`src/design/tlsc_pkg.sv`:
```
// Shared types and constants for the tile light sphere culler.
`default_nettype none
package tlsc_pkg;

   localparam int TILE_LIST_DEPTH   = 64;
   localparam int SCENE_LIGHT_LIMIT = 1024;

   localparam int PLANE_COUNT  = 4;
   localparam int PLANE_IDX_W  = 2;
   localparam int NORMAL_W     = 16;
   localparam int COORD_W      = 32;
   localparam int RADIUS_W     = 31;
   localparam int PROD_W       = NORMAL_W + COORD_W;
   localparam int BIAS_W       = COORD_W + 2;
   localparam int FRAC_SHIFT   = 14;
   localparam int ACC_W        = 52;

   localparam int SLOT_W       = 6;
   localparam int VALUE_W      = 10;
   localparam int COUNT_W      = 7;

   localparam int REQ_TDATA_W  = 216;
   localparam int RSP_TDATA_W  = SLOT_W + VALUE_W;

   localparam int RSP_QUEUE_DEPTH = 4;
   localparam int QPTR_W          = 2;
   localparam int QCOUNT_W        = 3;

   localparam logic [VALUE_W-1:0] LIGHT_POS_WRAP = VALUE_W'(SCENE_LIGHT_LIMIT - 1);
   localparam logic [COUNT_W-1:0] LIST_FULL      = COUNT_W'(TILE_LIST_DEPTH);

   localparam logic FUNC_PLANE = 1'b0;
   localparam logic FUNC_LIGHT = 1'b1;

   localparam logic KIND_INDEX = 1'b0;
   localparam logic KIND_COUNT = 1'b1;

   typedef struct packed {
      logic signed [NORMAL_W-1:0] normal_x;
      logic signed [NORMAL_W-1:0] normal_y;
      logic signed [NORMAL_W-1:0] normal_z;
      logic signed [COORD_W-1:0]  plane_offset;
   } plane_type;

   typedef struct packed {
      logic signed [COORD_W-1:0] center_x;
      logic signed [COORD_W-1:0] center_y;
      logic signed [COORD_W-1:0] center_z;
      logic [RADIUS_W-1:0]       sphere_radius;
   } sphere_type;

   typedef struct packed {
      logic               kind;
      logic [SLOT_W-1:0]  slot;
      logic [VALUE_W-1:0] value;
      logic               done_res;
   } rsp_type;

endpackage
`default_nettype wire

```
`src/design/tlsc_rsp_fifo.sv`:
```
// Small result queue: up to two writes and one read per cycle.
`default_nettype none
module tlsc_rsp_fifo
   import tlsc_pkg::*;
(
   input  wire logic           clock,
   input  wire logic           reset,
   input  wire logic           push_a,
   input  wire rsp_type        data_a,
   input  wire logic           push_b,
   input  wire rsp_type        data_b,
   input  wire logic           pop,
   output logic                head_valid,
   output rsp_type             head,
   output logic [QCOUNT_W-1:0] count_ff
);

   rsp_type             entry_ff [RSP_QUEUE_DEPTH];
   logic [QPTR_W-1:0]   wr_ptr_ff, wr_ptr_in;
   logic [QPTR_W-1:0]   rd_ptr_ff, rd_ptr_in;
   logic [QCOUNT_W-1:0] count_in;
   logic [QPTR_W-1:0]   wr_next;
   logic [QCOUNT_W-1:0] n_push;

   assign wr_next    = wr_ptr_ff + QPTR_W'(1);
   assign n_push     = QCOUNT_W'(push_a) + QCOUNT_W'(push_b);
   assign head_valid = (count_ff != '0);
   assign head       = entry_ff[rd_ptr_ff];
   assign wr_ptr_in  = wr_ptr_ff + QPTR_W'(n_push);
   assign rd_ptr_in  = rd_ptr_ff + QPTR_W'(pop);
   assign count_in   = count_ff + n_push - QCOUNT_W'(pop);

   always_ff @(posedge clock) begin
      if (reset) begin
         wr_ptr_ff <= '0;
         rd_ptr_ff <= '0;
         count_ff  <= '0;
      end else begin
         wr_ptr_ff <= wr_ptr_in;
         rd_ptr_ff <= rd_ptr_in;
         count_ff  <= count_in;
      end
   end

   always_ff @(posedge clock) begin
      if (push_a) begin
         entry_ff[wr_ptr_ff] <= data_a;
      end
      if (push_b) begin
         entry_ff[wr_next] <= data_b;
      end
   end

endmodule
`default_nettype wire

```
`config.mk`:
```
export PLATFORM = sky130hd
export DESIGN_NAME = tlsc_rsp_fifo
export DESIGN_NICKNAME = d
export VERILOG_FILES = /design/src/design/tlsc_pkg.sv /design/src/design/tlsc_rsp_fifo.sv
export SDC_FILE = /design/constraint.sdc
export NUM_CORES = 1
export LEC_CHECK = 0
export BUFFER_PORTS_ARGS = -buffer_cell sky130_fd_sc_hd__buf_4
export CAP_MARGIN = 30
export CORE_ASPECT_RATIO = 0.8
export CORE_MARGIN = 2
export CORE_UTILIZATION = 60
export CTS_BUF_LIST = sky130_fd_sc_hd__clkbuf_16
export DETAILED_ROUTE_END_ITERATION = 8
export PLACE_DENSITY = 0.84
export SYNTH_ARGS = -nofsm -noshare
export SYNTH_HDL_FRONTEND = slang
export SYNTH_SLANG_ARGS = --single-unit
```
`constraint.sdc`:
```
create_clock -name clock -period 4.87 [get_ports clock]
set_input_delay 0.974 -clock clock [delete_from_list [all_inputs] [get_ports clock]]
set_output_delay 0.974 -clock clock [all_outputs]
set_load 0.03 [all_outputs]
```
* Word level (Yosys, flattened, before mapping)
Memory sizes are Yosys's and may differ from the RTL's. A register that Yosys moved wholly into a read port is not among the register bits.
Index checks and enable logic that the tools add are counted.
** Storage, ports and cells
- Bits in registers :: 7
- Memory bits (writable) :: 72
- Input port bits :: 41
- Memories kept :: 1
** Cells by class
- Add/subtract/negate cells :: 6
- Muxes and demuxes :: 5
- Reduce and logical (&&, ||, !) cells :: 1
** Memories
- entry_ff :: words 4, width 18, read ports 1, clocked after Yosys merged registers in 1, wr ports 2, RTL line tlsc_rsp_fifo.sv:18 : rsp_type entry_ff [RSP_QUEUE_DEPTH];
** Operator list (count)
- two-way mux 1 bit :: 4
- adder 3 x 2 -> 3 bit :: 1
- nonzero test 3 bit :: 1
- subtractor 3 x 1 -> 3 bit :: 1
- adder 1 x 1 -> 2 bit :: 1
- adder 2 x 1 -> 2 bit :: 1
- adder 2 x 1 -> 2 bit (second input constant) :: 1
- adder 2 bit :: 1
- two-way mux 2 bit :: 1

* Longest topological paths before layout
Gate-level depths: netlist of the first run.
- Depth in word-level cells :: 3
- Mapped depth :: 7

* Worst setup path before layout of the first run
No wires, ideal clock.
- Kind :: input -> register
- Start point :: in push_a
- End point :: mem entry_ff[2][0] (netlist bit) (enable)
- Setup time :: 0.418 ns
- Data arrival time :: 2.347 ns
- Path slack :: 2.105 ns
- Stages :: 2
- Cells stage by stage :: nand2b_1 > o21ai_0
** RTL lines
- from (decl) :: RTL line tlsc_rsp_fifo.sv:8 : input wire logic push_a,
- to (decl) :: RTL line tlsc_rsp_fifo.sv:18

==> flow_summary.yaml, run 1 <==
logic_synthesis:
  synth_top_family_by_area: "multiplexers"
  synth.distinct_cells: 27
  synth_xor_area_share_pct: 1.44
  synth_cells: 216
  synth_seq_cells: 79
  synth-simple-area-share_pct: 3.06
  synth.yosys.warnings: 0
  synth-adder-area-share_pct: 1.75
  synth_nets: 262
  synth_compound_area_share_pct: 0.375
  syn_area_sq_um: 4000
  syn_avg_cell_area_sq_um: 18.5
  ys_seq_area_share_pct: 57.5
  synth.area.mux_share_pct: 32.7
clocking:
  cts_root_buf: "clkbuf_16"
  hold_buffers: 0
  post-cts-setup-buffer-count: 0
  cts_tree: "built"
  cts_resized: 0
  insertion_delay_ps: 330
  cts_buffers: 9
  cts.path.max_buffers: 2
  clock-sinks: 79
  htreeDepth: 3
  clk_pin_slew_ps: 60
drt:
  route.met2.wl_um: 4010
  firstDrtPassIters: 4
  viasPerCell: 5.75
  drtIter0Drc: 147
  drc: 0
  drt-total-wl_um: 7640
  top_layer: "met4"
  met3_length_um: 466
  wirelength_met1_um: 3090
  postRouteAntennaNets: 0
  routedWlPerCell_um: 20.6
  vias: 2135
run:
  max-cap-violations: 0
grt:
  grt_max_degree: 20
  antenna_found_initial: 0
  grt-ovfl-total: 0
  grt_usage_pct: 22.7
  grt_pass1_wl_um: 11900
  grt_pass1_vias: 2280
cells_and_area:
  diodes: 0
  fillers: 361
  nNetsFinal: 329
  final_util_pct: 75.6
  final_layout_size_suffix_gt1_share_pct: 63.1
  stdcell_area_sq_um: 4840
  syn2layout_area_growth_pct: 21.0
floorplan:
  chipWidth_um: 95.3
  initial_core_util_pct: 62.5
  die_h_um: 77.1
  rows: 26
  fp.coreArea_sq_um: 6410
  design.die.area_sq_um: 7340
  pin_count: 63
sta:
  rsz0062_at_grt: "false"
  setup_violations: 0
  drv_slew: 0
  fin_worst_skew_ps: 6.50
  hold_viol: 0
  max_freq_ghz: 0.352
  slew_headroom_pct: 32.1
  period_share_pct: 58.4
  min_period_ps: 2840
  worst_slew_pin_slew_ps: 1020
  fin_tns_setup_ps: 0
power:
  powerDensity_nw_per_um2: 419
  leakagePower_nw: 1.84
  design_power_total_mw: 2.03
  vdd_drop_max_uv: 293
worst_setup_path:
  crit_fanout: 19
  crit_arrival_ps: 1870
  end_kind: "output pin"
  worstPathRequired_ps: 3900
  crit_type: "flip-flop to output pin"
  startpoint_type: "flip-flop"
status:
  status: "completed"
placement:
  portBuffers: 62
  gp_congestion: 0.735
  place_area_sq_um: 4560
  hpwlAfterDp_um: 4970
worst_hold_path:
  hold_class: "flip-flop to flip-flop"
-- routing by layer --
metal	global-route usage (%)	vias up
met5	0	-
met4	7.68	0
met3	6.97	8
met2	38.2	61
met1	27.7	1069
li1	-	997
-- metrics by stage --
| stage | setup WS (ps) | cells | hold slack (ps) |
|---|---|---|---|
| final | 2030 | 371 | 638 |
| after detailed placement | 2280 | 356 | 636 |
| after global placement | 2100 | 352 | 610 |
| after global routing | 1900 | 371 | 677 |
| after floorplan | 2110 | 216 | 548 |
| after CTS | 1990 | 371 | 655 |
-- logic make-up (layout without fill, tap and decap cells) --
family          count (synthesis)  count (layout)
mux                            92              92
flops                          79              79
simple gates                   16              16
buf+inv                        16              87
fa+ha+maj                       5               5
xor+xnor                        5               5
compound gates                  3               3
-- state kept, by name, summed over array words and instances, names as in the netlist --
signal     cells
wr_ptr_ff      2
entry_ff      72
rd_ptr_ff      2
count_ff       3
-- worst paths after layout --
path / startpoint / to / slack [ps] / depth (start not counted)
worst min register to register: count_ff[0]$_SDFF_PP0_ / count_ff[0]$_SDFF_PP0_ / 640 / 2
worst min-delay path: count_ff[0]$_SDFF_PP0_ / count_ff[0]$_SDFF_PP0_ / 640 / 2
worst max-delay path: rd_ptr_ff[1]$_SDFF_PP0_ / head[11] / 2030 / 2
worst max register to register: wr_ptr_ff[0]$_SDFF_PP0_ / entry_ff[1][1]$_DFFE_PP_ / 2860 / 2
-- worst max-delay path: stages, from the launching register on --
cell and delay, ps:
dfxtp_1 910, mux4_2 430, buf_4 190
-- cell usage after synthesis (all sizes together) --
cell	count	area (sq um)
mux2	73	893
edfxtp	72	2160
mux4	18	405
buf	12	111
dfxtp	7	140
nor2	5	18.8
ha	4	50.1
inv	4	15.0
nor2b	3	18.8
xnor2	3	26.3
nand2b	2	12.5
nand3b	2	27.5
o21ai	2	10.0
a21oi	1	5.00
and3b	1	8.76
fa	1	20.0
mux2i	1	10.0
nand3	1	17.5
nor3b	1	12.5
or3	1	6.26
xnor3	1	22.5
xor2	1	8.76
-- report_power, final --
part / switching [mW] / internal (mW)
clock network: 0.253 / 0.392
logic: 0.251 / 0.243
registers: 0.0422 / 0.848
-- layout by cell type (no fill, tap or decap), types with 2 or more instances in the layout --
cell type / Yosys / final
inv_1: 4 / 4
edfxtp_1: 72 / 72
nor2_1: 5 / 3
nand2b_1: 2 / 2
o21ai_2: 0 / 2
mux2_2: 54 / 54
nor2_2: 0 / 2
buf_8: 0 / 4
clkinv_2: 0 / 3
dfxtp_1: 7 / 7
buf_4: 2 / 64
ha_1: 4 / 4
mux4_2: 18 / 18
nor2b_1: 3 / 3
mux2_4: 19 / 19
xnor2_1: 3 / 3
clkbuf_16: 0 / 9
-- layout make-up --
type                    count  area, sq um  area share [%]
flip-flops and latches     79         2300            47.5
multi-input cells         121         1590            32.9
repair buffers             68          541            11.2
clock buffers               9          225            4.65
well taps                  84          105            2.17
clock inverters             6         61.3            1.27
inverters                   4         15.0           0.310
Note: power is estimated with default switching activity, not from simulation.
==> run 2: changes to the inputs <==
Settings changed: CORE_UTILIZATION 60 to 57, PLACE_DENSITY 0.84 to 0.8.
Clock period 4.87 ns to 2.7 ns, I/O delays scaled along.
==> flow_summary.yaml, run 2 (synthesis results as in run 1) <==
sta:
  rsz0062_at_grt: "false"
  fin_worst_skew_ps: 3.59
  max_freq_ghz: 0.433
  setup_violations: 0
  worst_slew_pin_slew_ps: 470
  fin_tns_setup_ps: 0
  slew_headroom_pct: 68.6
  hold_viol: 0
  final.setup.worst_slack_ps: 392
  period_share_pct: 85.5
  hold_slack_ps: 426
  drv_slew: 0
  min_period_ps: 2310
floorplan:
  fp.coreArea_sq_um: 6860
  pin_count: 63
  rows: 27
  design.die.area_sq_um: 7710
  initial_core_util_pct: 58.4
  die_h_um: 79.0
  chipWidth_um: 97.7
cells_and_area:
  nNetsFinal: 332
  fillers: 449
  reg.largest.list: "entry_ff (72), count_ff (3)"
  stdcell_area_sq_um: 4890
  largest_register_ffs: 72
  syn2layout_area_growth_pct: 22.3
  diodes: 0
  final_cell_mix: "edfxtp_1, buf_4, mux2_2"
  largest-register: "entry_ff"
  final_layout_size_suffix_gt1_share_pct: 63.2
  fin_cells: 378
  final_util_pct: 71.4
  final_common_cell: "edfxtp_1"
grt:
  grt_pass1_vias: 2299
  grt-ovfl-total: 0
  antenna_found_initial: 0
  grt_max_degree: 20
  grt_pass1_wl_um: 12000
  grt_usage_pct: 21.3
drt:
  drc: 0
  routedWlPerCell_um: 19.8
  drtIter0Drc: 204
  postRouteAntennaNets: 0
  vias: 2145
  firstDrtPassIters: 4
  drt-total-wl_um: 7500
  viasPerCell: 5.67
worst_setup_path:
  worstPathRequired_ps: 2160
  end_kind: "output pin"
  crit_fanout: 16
  crit_arrival_ps: 1770
  startpoint_type: "flip-flop"
  crit_type: "flip-flop to output pin"
clocking:
  clock-sinks: 79
  cts.path.max_buffers: 2
  cts_root_buf: "clkbuf_16"
  htreeDepth: 3
  cts_resized: 0
  cts_buffers: 9
  insertion_delay_ps: 330
  hold_buffers: 0
  cts_tree: "built"
  clk_pin_slew_ps: 60
  post-cts-setup-buffer-count: 0
placement:
  portBuffers: 62
  hpwlAfterDp_um: 4890
  dp_cells: 362
  dp_slack_ps: 565
  place_area_sq_um: 4570
  gp_congestion: 0.755
power:
  design_power_total_mw: 3.77
  vdd_drop_max_uv: 549
  powerDensity_nw_per_um2: 770
  leakagePower_nw: 1.87
run:
  max-cap-violations: 0
worst_hold_path:
  hold_class: "primary input to flip-flop"
status:
  status: "completed"
[run 2: metal layers]
metal  share of wire [%]  vias up  global-route usage [%]
li1                    -      998                       -
met2                  53       65                    36.4
met1                  42     1078                    26.5
met4                0.56        0                    5.97
met3                 4.9        4                    6.87
met5                   0        -                       0
[run 2: layout make-up]
type | count | area, sq um | area share (%)
clock buffers | 9 | 225 | 4.60
clock inverters | 7 | 96.3 | 1.97
inverters | 4 | 15.0 | 0.307
multi-input cells | 121 | 1590 | 32.5
flip-flops and latches | 79 | 2300 | 47.0
well taps | 87 | 109 | 2.22
repair buffers | 71 | 553 | 11.3
[run 2: power breakdown]
group	switching [mW]	internal [mW]
combinational	0.455	0.439
sequential	0.0667	1.53
clock	0.468	0.812
total	0.990	2.78
[run 2: final timing paths]
check	start	end	slack, ps	depth (start not counted)
max	rd_ptr_ff[0]$_SDFF_PP0_	head[11]	390	3
min	reset	wr_ptr_ff[0]$_SDFF_PP0_	430	2
min reg2reg	count_ff[0]$_SDFF_PP0_	count_ff[0]$_SDFF_PP0_	650	2
max reg2reg	wr_ptr_ff[1]$_SDFF_PP0_	entry_ff[2][5]$_DFFE_PP_	730	3
[run 2: critical path: stages, from the launching register on]
cell     delay, ps
dfxtp_1        470
buf_12         230
mux4_2         540
buf_4          190
